File: src/design/ntc_pkg.sv
// Package for the NTC ADC-to-temperature median-average unit.
// Calibration table, window constants and state enum; no dependencies.
package ntc_pkg;
  localparam int Window = 10;
  localparam int TableEntries = 130;
  localparam int IdxW = 8;
  localparam int PtrW = 4;
  localparam int TempOffset = 30;

  typedef enum logic [3:0] {
    S_IDLE, S_SEARCH, S_SEG, S_START, S_DIV, S_WRITE, S_SCAN, S_LAST, S_TRIM, S_AVG, S_OUT
  } state_t;

  typedef struct packed {
    logic        start;
    logic [15:0] dividend;
    logic [11:0] divisor;
  } div_req_t;

  function automatic logic [11:0] rom_read(input logic [IdxW-1:0] i);
    logic [11:0] t [0:129];
    t = '{
      12'd3847, 12'd3833, 12'd3819, 12'd3804, 12'd3789, 12'd3773, 12'd3757, 12'd3740,
      12'd3722, 12'd3703, 12'd3684, 12'd3664, 12'd3643, 12'd3622, 12'd3599, 12'd3576,
      12'd3552, 12'd3527, 12'd3502, 12'd3475, 12'd3448, 12'd3420, 12'd3390, 12'd3360,
      12'd3329, 12'd3298, 12'd3265, 12'd3231, 12'd3197, 12'd3162, 12'd3123, 12'd3089,
      12'd3051, 12'd3013, 12'd2973, 12'd2933, 12'd2893, 12'd2852, 12'd2810, 12'd2767,
      12'd2720, 12'd2681, 12'd2637, 12'd2593, 12'd2548, 12'd2503, 12'd2458, 12'd2412,
      12'd2367, 12'd2321, 12'd2275, 12'd2230, 12'd2184, 12'd2138, 12'd2093, 12'd2048,
      12'd2002, 12'd1958, 12'd1913, 12'd1869, 12'd1825, 12'd1782, 12'd1739, 12'd1697,
      12'd1655, 12'd1614, 12'd1573, 12'd1533, 12'd1494, 12'd1455, 12'd1417, 12'd1380,
      12'd1343, 12'd1307, 12'd1272, 12'd1237, 12'd1203, 12'd1170, 12'd1138, 12'd1106,
      12'd1081, 12'd1045, 12'd1016, 12'd987,  12'd959,  12'd932,  12'd905,  12'd879,
      12'd854,  12'd829,  12'd806,  12'd782,  12'd760,  12'd738,  12'd716,  12'd696,
      12'd675,  12'd656,  12'd637,  12'd618,  12'd600,  12'd583,  12'd566,  12'd550,
      12'd534,  12'd518,  12'd503,  12'd489,  12'd475,  12'd461,  12'd448,  12'd435,
      12'd422,  12'd410,  12'd398,  12'd387,  12'd376,  12'd365,  12'd355,  12'd345,
      12'd335,  12'd326,  12'd316,  12'd308,  12'd299,  12'd290,  12'd283,  12'd274,
      12'd267,  12'd259};
    if (i >= IdxW'(TableEntries)) return 12'd0;
    return t[i];
  endfunction
endpackage

File: src/design/ntc_div.sv
// Restoring divider for the interpolation fraction and the trimmed average,
// one quotient bit per cycle. Depends on ntc_pkg.
module ntc_div import ntc_pkg::*; (
  input  logic        clk,
  input  logic        rst,
  input  div_req_t    req,
  output logic        busy,
  output logic [15:0] quot
);
  logic [15:0] rem;
  logic [15:0] q;
  logic [11:0] dvs;
  logic [4:0]  cnt;
  logic [16:0] trial;
  logic [15:0] remsh;

  assign remsh = {rem[14:0], q[15]};
  assign trial = {1'b0, remsh} - {5'd0, dvs};

  always_ff @(posedge clk) begin
    if (rst) begin
      cnt <= '0;
    end else if (req.start) begin
      rem <= '0;
      q <= req.dividend;
      dvs <= req.divisor;
      cnt <= 5'd16;
    end else if (cnt != 0) begin
      if (!trial[16]) begin
        rem <= trial[15:0];
        q <= {q[14:0], 1'b1};
      end else begin
        rem <= remsh;
        q <= {q[14:0], 1'b0};
      end
      cnt <= cnt - 5'd1;
    end
  end
  assign busy = (cnt != 0);
  assign quot = q;
endmodule

File: src/design/ntc_ring.sv
// Sample ring memory, one synchronous write and one registered read port.
// Depends on ntc_pkg.
module ntc_ring import ntc_pkg::*; (
  input  logic            clk,
  input  logic            we,
  input  logic [PtrW-1:0] waddr,
  input  logic [11:0]     wdata,
  input  logic [PtrW-1:0] raddr,
  output logic [11:0]     rdata
);
  logic [11:0] mem [0:Window-1];
  always_ff @(posedge clk) begin
    if (we) mem[waddr] <= wdata;
    rdata <= mem[raddr];
  end
endmodule

File: src/design/ntc_adc_to_temp_median_avg_unit.sv
// NTC ADC-to-temperature unit with median-average filter, top level.
// Uses ntc_pkg, ntc_div and ntc_ring.
// Each input transfer carries one 12-bit ADC sample; each output transfer returns that
// sample's temperature and the filtered temperature, both in signed tenths of a degree.
// One sample is in flight at a time: accept, binary table search, segment lookup,
// interpolation divide, ring write, ring scan, trimmed sum (total minus min and max),
// average divide and output. The result register frees the input side; a stalled
// output only holds the next result in its output cycle.
module ntc_adc_to_temp_median_avg_unit import ntc_pkg::*; (
  input  logic               clk,
  input  logic               rst,
  input  logic               in_valid,
  output logic               in_stall,
  input  logic [11:0]        adc_sample,
  output logic               out_valid,
  input  logic               out_stall,
  output logic signed [11:0] sample_temp_tenths,
  output logic signed [11:0] filtered_temp_tenths
);
  state_t state, state_next;
  logic [11:0] adc;
  logic [IdxW-1:0] lo, hx, mid, hit;
  logic [11:0] upper, lower, span;
  logic signed [11:0] tval, first, favg, vmin, vmax, rval;
  logic [PtrW-1:0] wp, cnt, ridx;
  logic rvalid, neg;
  logic signed [15:0] sum, trim;
  logic [15:0] mag;
  div_req_t dreq;
  logic dbusy;
  logic [15:0] dquot;
  logic [11:0] rdata;
  logic we, load, out_valid_next;

  ntc_div u_div (.clk, .rst, .req(dreq), .busy(dbusy), .quot(dquot));
  ntc_ring u_ring (.clk, .we, .waddr(wp), .wdata(tval), .raddr(ridx), .rdata);

  assign mid = IdxW'(({1'b0, lo} + {1'b0, hx}) >> 1);
  assign in_stall = (state != S_IDLE);
  assign span = upper - lower;
  assign rval = $signed(rdata);
  assign trim = sum - 16'(vmin) - 16'(vmax);
  assign mag = trim[15] ? $unsigned(-trim) : $unsigned(trim);
  assign we = (state == S_WRITE);

  always_comb begin
    state_next = state;
    dreq = '0;
    load = 1'b0;
    out_valid_next = out_valid && out_stall;
    case (state)
      S_IDLE:   if (in_valid && !in_stall) state_next = S_SEARCH;
      S_SEARCH: if (lo >= hx) state_next = S_SEG;
      S_SEG:    state_next = S_START;
      S_START: begin
        if (hit != '0 && span != '0) begin
          dreq.start = 1'b1;
          dreq.dividend = 16'(upper - adc) * 16'd10;
          dreq.divisor = span;
          state_next = S_DIV;
        end else begin
          state_next = S_WRITE;
        end
      end
      S_DIV:    if (!dbusy) state_next = S_WRITE;
      S_WRITE:  state_next = (cnt >= PtrW'(2)) ? S_SCAN : S_OUT;
      S_SCAN:   if (ridx == cnt - 1'b1) state_next = S_LAST;
      S_LAST:   state_next = S_TRIM;
      S_TRIM: begin
        dreq.start = 1'b1;
        dreq.dividend = mag;
        dreq.divisor = {8'd0, cnt} - 12'd2;
        state_next = S_AVG;
      end
      S_AVG:    if (!dbusy) state_next = S_OUT;
      S_OUT: begin
        if (!(out_valid && out_stall)) begin
          load = 1'b1;
          out_valid_next = 1'b1;
          state_next = S_IDLE;
        end
      end
      default:  state_next = S_IDLE;
    endcase
  end

  always_ff @(posedge clk) begin
    if (rst) state <= S_IDLE;
    else state <= state_next;
  end

  always_ff @(posedge clk) begin
    if (rst) begin
      wp <= '0;
      cnt <= '0;
      out_valid <= 1'b0;
    end else begin
      out_valid <= out_valid_next;
      case (state)
        S_IDLE: if (in_valid && !in_stall) begin
          adc <= adc_sample;
          lo <= '0;
          hx <= IdxW'(TableEntries);
        end
        S_SEARCH: begin
          if (lo < hx) begin
            if (adc >= rom_read(mid)) hx <= mid;
            else lo <= mid + 1'b1;
          end else begin
            hit <= (lo == IdxW'(TableEntries)) ? IdxW'(TableEntries - 1) : lo;
          end
        end
        S_SEG: begin
          upper <= rom_read(hit - 1'b1);
          lower <= rom_read(hit);
          tval <= (hit == '0) ? 12'(-(TempOffset * 10))
                  : ($signed({4'd0, hit}) - 12'(TempOffset + 1)) * 12'sd10;
        end
        S_DIV: if (!dbusy) tval <= tval + $signed(dquot[11:0]);
        S_WRITE: begin
          if (cnt == 0) first <= tval;
          wp <= (wp == PtrW'(Window - 1)) ? '0 : wp + 1'b1;
          if (cnt != PtrW'(Window)) cnt <= cnt + 1'b1;
          ridx <= '0;
        end
        S_SCAN: ridx <= ridx + 1'b1;
        S_TRIM: neg <= trim[15];
        S_AVG: if (!dbusy) favg <= neg ? -$signed(dquot[11:0]) : $signed(dquot[11:0]);
        S_OUT: if (load) begin
          sample_temp_tenths <= tval;
          filtered_temp_tenths <= (cnt < PtrW'(3)) ? first : favg;
        end
        default: ;
      endcase
    end
  end

  // ring read data arrives in the cycle after its scan address
  always_ff @(posedge clk) begin
    if (rst) rvalid <= 1'b0;
    else rvalid <= (state == S_SCAN);
  end

  always_ff @(posedge clk) begin
    if (state == S_WRITE) begin
      sum <= '0;
      vmin <= 12'sh7ff;
      vmax <= 12'sh800;
    end else if (rvalid) begin
      sum <= sum + 16'(rval);
      if (rval < vmin) vmin <= rval;
      if (rval > vmax) vmax <= rval;
    end
  end

  a_out_hold: assert property (@(posedge clk) disable iff (rst)
    out_valid && out_stall |=> out_valid && $stable(sample_temp_tenths)
      && $stable(filtered_temp_tenths));
  a_cnt_range: assert property (@(posedge clk) disable iff (rst) cnt <= PtrW'(Window));
  a_wp_range: assert property (@(posedge clk) disable iff (rst) wp < PtrW'(Window));
  a_div_idle: assert property (@(posedge clk) disable iff (rst) dreq.start |-> !dbusy);
  a_scan_addr: assert property (@(posedge clk) disable iff (rst)
    state == S_SCAN |-> ridx < cnt);
endmodule
File: config.mk
export PLATFORM = sky130hd
export DESIGN_NAME = ntc_adc_to_temp_median_avg_unit
export DESIGN_NICKNAME = d
export VERILOG_FILES = /design/src/design/ntc_pkg.sv /design/src/design/ntc_div.sv /design/src/design/ntc_ring.sv /design/src/design/ntc_adc_to_temp_median_avg_unit.sv
export SDC_FILE = /design/constraint.sdc
export NUM_CORES = 1
export LEC_CHECK = 0
export BUFFER_PORTS_ARGS = -buffer_cell sky130_fd_sc_hd__clkbuf_2
export CORE_ASPECT_RATIO = 1.2
export CORE_MARGIN = 4
export CORE_UTILIZATION = 50
export CTS_CLUSTER_SIZE = 24
export DETAILED_ROUTE_END_ITERATION = 8
export GPL_TIMING_DRIVEN = 1
export PLACE_DENSITY = 0.65
export RECOVER_POWER = 50
export SKIP_CTS_REPAIR_TIMING = 1
export SYNTH_ARGS = -nofsm -noshare
export SYNTH_HDL_FRONTEND = slang
export SYNTH_SLANG_ARGS = --single-unit
File: constraint.sdc
create_clock -name clk -period 7.96 [get_ports clk]
set_input_delay 0.398 -clock clk [delete_from_list [all_inputs] [get_ports clk]]
set_output_delay 0.398 -clock clk [all_outputs]
set_load 0.05 [all_outputs]
==> reports/results.ini, run 1 <==
[status]
outcome = complete, but fails checks
violations = capacitance limit, slew limit

[worst_setup_path]
critPathSlowestCell = or3_1
cp-start-kind = register
crit_required_ns = 8.20
worst-r2r-setup-slack_ns = 1.76
slowest_delay_ns = 0.49
cp_max_fo = 25
critical_path_class = register to register
crit_arrival_ns = 6.45
end_kind = register
r2r_end = hx[0]
worstPathCellList = ha_1 -> fa_1 -> nor2b_1 -> o21a_1 -> or3_1 -> nand2_1 -> buf_4 -> inv_1 -> buf_4 -> nor2_1 -> nand2_1 -> o2111ai_1 -> a311o_1 -> o211ai_1 -> ha_1 -> a21o_1 -> a21o_1 -> a21oi_1 -> nor2b_1 -> o21ai_0 -> a21oi_1 -> a2111oi_0 -> nor2_1
reg2reg_from = lo[0]
reg2reg_depth = 23

[finish]
finalNetCount = 3113
syn_to_final_growth_pct = 8.32
layout-drive-gt1-share_pct = 7.46
n_antenna_cell = 0
fillers = 4794

[synthesis]
syn_nets = 3147
synth_area_sq_mm = 0.0268
synth_area_leader_cell = edfxtp_1
synthFlopType = edfxtp_1
synth.distinct_cells = 87
async_reset_ff_share_pct = 0
synthCells = 2886
synth_top_area_share_pct = 32.3
yosysSeqAreaShare_pct = 37.6
synth_most_common_cell = nor2_1
synthTopCellsByArea = edfxtp_1 32%, ha_1 10%, dfxtp_1 5.3%, a21oi_1 4.2%, nor2_1 4.1%
synth_edf_count = 288
synth-compound-area-share_pct = 20.3
synthAdderAreaFrac_pct = 12.1
synthMuxAreaShare_pct = 5.76
synth-seq-cells = 359
synth-xor-area-share_pct = 4.29
synth_common_cells = 294 x nor2_1, 288 x edfxtp_1, 223 x a21oi_1
synth_top_family_by_area = compound AO/OA/AOI/OAI gates
yosysWarningCount = 0
syn_area_per_cell_sq_um = 9.27
synthSimpleGateAreaFrac_pct = 14.7

[global_routing]
grt_pass1_vias = 22000
grt_start_max_net_pins = 74
antenna_found_initial = 0
grt_pass1_wl_mm = 121
overflow = 0
grtUsageTotal_pct = 26.5

[sta]
fmax_mhz = 161
rsz0062_at_grt = no
hold_viol = 0
skew_ns = 0.0456
drv_slew = 164
setup_violations = 0
slew-limit-headroom_pct = -113
final.period_utilization_pct = 77.9
setup_tns_ns = 0
tightest_slew_ns = 3.20
period_needed_ns = 6.20

[clock_tree]
cts_max_level = 2
insertion_delay_ns = 0.59
cts_tree = yes
max-clock-path-buffers = 3
cts_root_buf = clkbuf_16
cts.sinks = 359
numCtsBuffers = 40
clk_pin_slew_ns = 0.05

[route]
vias = 22700
wl_mm = 78.2
wl_per_cell_um = 21.8
vias_per_cell = 6.32
firstDrtPassIters = 5
drc = 0
antenna_left = 0
drtIter0Drc = 1932

[floorplanning]
start_util_pct = 50.8
ioPinCount = 42
die_h_um = 261
die_w_um = 219
core.rowCount = 92
core_area_sq_mm = 0.0527
die-area_sq_mm = 0.0573

[placed_design]
post-dp-hpwl_mm = 55.1
gp_congestion = 0.949
place.port_buffers = 41

[flow_run]
drv_cap = 7

[min_path]
holdPathEnd = adc[8]
hold_class = input pin to register
min_from = adc_sample[8]
holdPathStages = 1

[worst max-delay path by stage]
stage / startpoint / end / slack [ns] / depth (start not counted)
2_1_floorplan: lo[1] / hx[0] / 3.05 / 23
3_3_place_gp: lo[0] / hx[7] / 1.98 / 23
3_5_place_dp: lo[0] / hx[4] / 1.84 / 23
4_1_cts: lo[0] / hx[0] / 1.81 / 23
5_1_grt: lo[0] / hx[0] / 1.33 / 23
6_report: lo[0] / hx[0] / 1.76 / 23
[area by class of cell]
class	instances	area (sq um)	share of cell area, %
multi-input combinational	2164	15400	53.0
clock inverter	22	249	0.859
sequential	359	10100	34.7
clock buffer	50	1060	3.65
tap	705	882	3.04
inverter	171	642	2.21
timing repair buffer	116	732	2.52
[stage by stage]
stage                     hold slack (ns)  std cells  instance area [sq um]  utilization [%]  worst slack, ns
after floorplan                     0.448       2886                  26800                -             3.05
after global placement              0.461       3506                  27700             52.5             1.98
after detailed placement            0.482       3506                  27700             52.5             1.84
after CTS                         -0.0432       3578                  29000             55.0             1.81
after global routing               0.0139       3587                  29000             55.0             1.33
final                              0.0263       3587                  29000             55.0             1.76
[critical path, delay by kind of cell, from the launching register on]
family	cells	cell delay (ns)
compound gates	10	1.79
fa+ha+maj	3	0.94
buf+inv	3	1.05
flops	1	0.41
simple gates	7	1.67
[cells in the final DEF (no fill, tap or decap), types with 22 or more instances in the layout]
cell type	synthesis	final
nor2_1	294	293
edfxtp_1	288	288
a21oi_1	223	222
ha_1	221	220
o21ai_0	203	203
nand2_1	193	193
inv_1	165	165
xnor2_1	100	95
nand3_1	89	89
nor3_1	84	83
dfxtp_1	71	71
a211oi_1	62	61
buf_4	3	59
o211ai_1	56	56
mux2i_1	55	55
nor2b_1	43	43
clkbuf_1	146	41
clkbuf_16	0	40
mux4_2	36	36
xor2_1	31	31
a21o_1	30	30
a31oi_1	28	28
fa_1	24	24
nand2b_1	23	23
o221ai_1	22	22
o311ai_0	22	22
[cells by family (layout without fill, tap and decap cells)]
logic type,Yosys count,count (layout)
adder cells (fa/ha/maj),245,245
XOR/XNOR,131,131
multiplexers,107,107
AND/OR/NAND/NOR,845,845
AO/OA/AOI/OAI,836,836
buffers and inverters,363,359
flip-flops,359,359
[state kept, by name (all words and copies together), names as in the netlist, 5 cells and up]
signal                count
lower                    12
u_div.quot               16
tval                     12
hit                       8
u_ring.rdata             12
vmin                     12
filtered_temp_tenths     12
sample_temp_tenths       12
hx                        8
u_div.cnt                 5
first                    12
favg                     12
u_ring.mem              120
vmax                     12
sum                      16
upper                    12
u_div.dvs                12
adc                      12
lo                        8
u_div.rem                15
[layer usage]
layer / global-route usage, % / routed length, um
met2: 47.2 / 38900
met4: 10.4 / 3340
met3: 3.56 / 4850
met5: 0 / 0
met1: 32.7 / 31100
Power of run 1 is not shown: default switching activity piles up to over one toggle a cycle in this logic, so the estimate is an artifact.
==> run 2, diff against run 1 <==
--- a/config.mk
+++ b/config.mk
@@ -12,7 +12,7 @@
 export CTS_CLUSTER_SIZE = 24
 export DETAILED_ROUTE_END_ITERATION = 8
 export GPL_TIMING_DRIVEN = 1
-export PLACE_DENSITY = 0.65
+export PLACE_DENSITY = 0.67
 export RECOVER_POWER = 50
 export SKIP_CTS_REPAIR_TIMING = 1
 export SYNTH_ARGS = -nofsm -noshare
==> constraint.sdc (replaced) <==
create_clock -name clk -period 5.7 [get_ports clk]
set_input_delay 0.285 -clock clk [delete_from_list [all_inputs] [get_ports clk]]
set_output_delay 0.285 -clock clk [all_outputs]
set_load 0.05 [all_outputs]
==> run 2 against run 1 <==
The flow still finishes with violations (capacitance limit, slew limit); critical path depth is the same; die area unchanged; clock-buffer cell count unchanged; utilization grew 0.96 points; via count rose by 1.1%; hold slack gained 0.17 ns; largest cell class unchanged.
==> reports/results.ini, run 2 (synthesized netlist as in run 1, its figures left out) <==
[global_routing]
grt_pass1_vias = 22600  ; was 22000
grt_pass1_wl_mm = 126  ; was 121 mm
overflow = 0  ; unchanged
antenna_found_initial = 0  ; unchanged
grtUsageTotal_pct = 27.7  ; was 26.5%
grt_start_max_net_pins = 78  ; was 74

[sta]
tightest_slew_ns = 3.13  ; was 3.20 ns
hold_viol = 0  ; unchanged
final.period_utilization_pct = 93.3  ; was 77.9%
skew_ns = 0.0368  ; was 0.0456 ns
slew-limit-headroom_pct = -108  ; was -113%
rsz0062_at_grt = no  ; unchanged
fmax_mhz = 188  ; was 161 MHz
period_needed_ns = 5.32  ; was 6.20 ns
whs_ns = 0.195  ; was 0.0263 ns
drv_slew = 137  ; was 164
setup_tns_ns = 0  ; unchanged
setup_violations = 0  ; unchanged

[route]
firstDrtPassIters = 6  ; was 5
vias = 22900  ; was 22700
antenna_left = 0  ; unchanged
drc = 0  ; unchanged
wl_met2_mm = 39.5  ; was 38.9 mm
wl_met3_mm = 4.64  ; was 4.85 mm
highest_layer = met4  ; unchanged
wl_mm = 80.2  ; was 78.2 mm
wl_met1_mm = 31.7  ; was 31.1 mm
drtIter0Drc = 2023  ; was 1932
vias_per_cell = 6.31  ; was 6.32
wl_per_cell_um = 22.1  ; was 21.8 um

[worst_setup_path]
reg2reg_from = lo[0]  ; unchanged
slowest_delay_ns = 0.44  ; was 0.49 ns
worst-r2r-setup-slack_ns = 0.38  ; was 1.76 ns
crit_required_ns = 6.01  ; was 8.20 ns
critPathSlowestCell = a2111oi_0  ; was or3_1
crit_start = lo[0]  ; unchanged
cp_max_fo = 13  ; was 25
end_kind = register  ; unchanged
cp-start-kind = register  ; unchanged
worstPathCellList = ha_1 -> fa_1 -> nor2b_1 -> o21a_1 -> or3_1 -> nand2_1 -> buf_4 -> nor2_1 -> a221o_1 -> nand2_1 -> a31oi_1 -> o21ai_0 -> ha_1 -> nand2b_1 -> a21o_1 -> a21o_1 -> a21oi_1 -> nor2b_1 -> o21ai_0 -> a21oi_1 -> a2111oi_0 -> nor2_1 -> buf_4  ; was ha_1 -> fa_1 -> nor2b_1 -> o21a_1 -> or3_1 -> nand2_1 -> buf_4 -> inv_1 -> buf_4 -> nor2_1 -> nand2_1 -> o2111ai_1 -> a311o_1 -> o211ai_1 -> ha_1 -> a21o_1 -> a21o_1 -> a21oi_1 -> nor2b_1 -> o21ai_0 -> a21oi_1 -> a2111oi_0 -> nor2_1
critical_path_class = register to register  ; unchanged
crit_arrival_ns = 5.63  ; was 6.45 ns

[placed_design]
post-dp-hpwl_mm = 57.1  ; was 55.1 mm
gp_congestion = 0.937  ; was 0.949
place.port_buffers = 41  ; unchanged
dp_cells = 3549  ; was 3506

[status]
outcome = complete, but fails checks  ; unchanged
violations = capacitance limit, slew limit  ; unchanged

[floorplanning]
core.rowCount = 92  ; unchanged
ioPinCount = 42  ; unchanged
die_w_um = 219  ; unchanged
die_h_um = 261  ; unchanged
die-area_sq_mm = 0.0573  ; unchanged
core_area_sq_mm = 0.0527  ; unchanged
start_util_pct = 50.8  ; unchanged

[clock_tree]
clk_pin_slew_ns = 0.05  ; about the same
max-clock-path-buffers = 3  ; unchanged
numCtsBuffers = 40  ; unchanged
cts_max_level = 2  ; unchanged
cts_root_buf = clkbuf_16  ; unchanged
cts.sinks = 359  ; unchanged
insertion_delay_ns = 0.59  ; about the same
cts_tree = yes  ; unchanged

[finish]
fin_cells = 3634  ; was 3587
layout_common_cells = 294 x nor2_1, 288 x edfxtp_1, 222 x a21oi_1  ; was 293 x nor2_1, 288 x edfxtp_1, 222 x a21oi_1
n_antenna_cell = 0  ; unchanged
final_common_cell = nor2_1  ; unchanged
largest_reg_flops = 120  ; unchanged
fin_util_pct = 56.0  ; was 55.0%
finalNetCount = 3159  ; was 3113
layout-drive-gt1-share_pct = 8.98  ; was 7.46%
regMostFlops = u_ring.mem  ; unchanged
syn_to_final_growth_pct = 10.2  ; was 8.32%

[min_path]
hold_class = input pin to register  ; unchanged
min_from = out_stall  ; was adc_sample[8]

[flow_run]
drv_cap = 6  ; was 7

-- run 2: worst max-delay path: cells and delay by family, from the launching register on --
| kind | cells | cell delay [ns] |
|---|---|---|
| compound gates | 10 | 2.15 |
| simple gates | 8 | 1.17 |
| fa+ha+maj | 3 | 0.91 |
| buf+inv | 2 | 0.42 |
| flops | 1 | 0.41 |
-- run 2: cell type report --
cell class / count / area, sq um
Inverter: 171 / 642
Clock buffer: 50 / 1110
Timing Repair Buffer: 162 / 1110
Clock inverter: 23 / 329
Multi-Input combinational cell: 2164 / 15400
Fill cell: 4719 / 23200
Sequential cell: 359 / 10100
Tap cell: 705 / 882
-- run 2: layer usage --
metal,up-vias,global-route usage (%)
met5,-,0
met4,0,13.2
met3,240,3.68
met2,926,48.0
met1,11000,34.2
li1,10700,-
-- run 2: worst paths after layout --
check	end	cells after the start
max	hx[6]	23
min reg2reg	vmin[11]	2
max reg2reg	hx[6]	23
min	out_valid	3
-- run 2: through the flow --
step                worst slack [ns]  cell area [sq um]
finish                         0.381              29500
global route                   0.108              29500
CTS                            0.475              29500
detailed placement             0.516              28000
global placement               0.478              28000
floorplan                      0.787              26800
Power of run 2 is left out for the same reason.
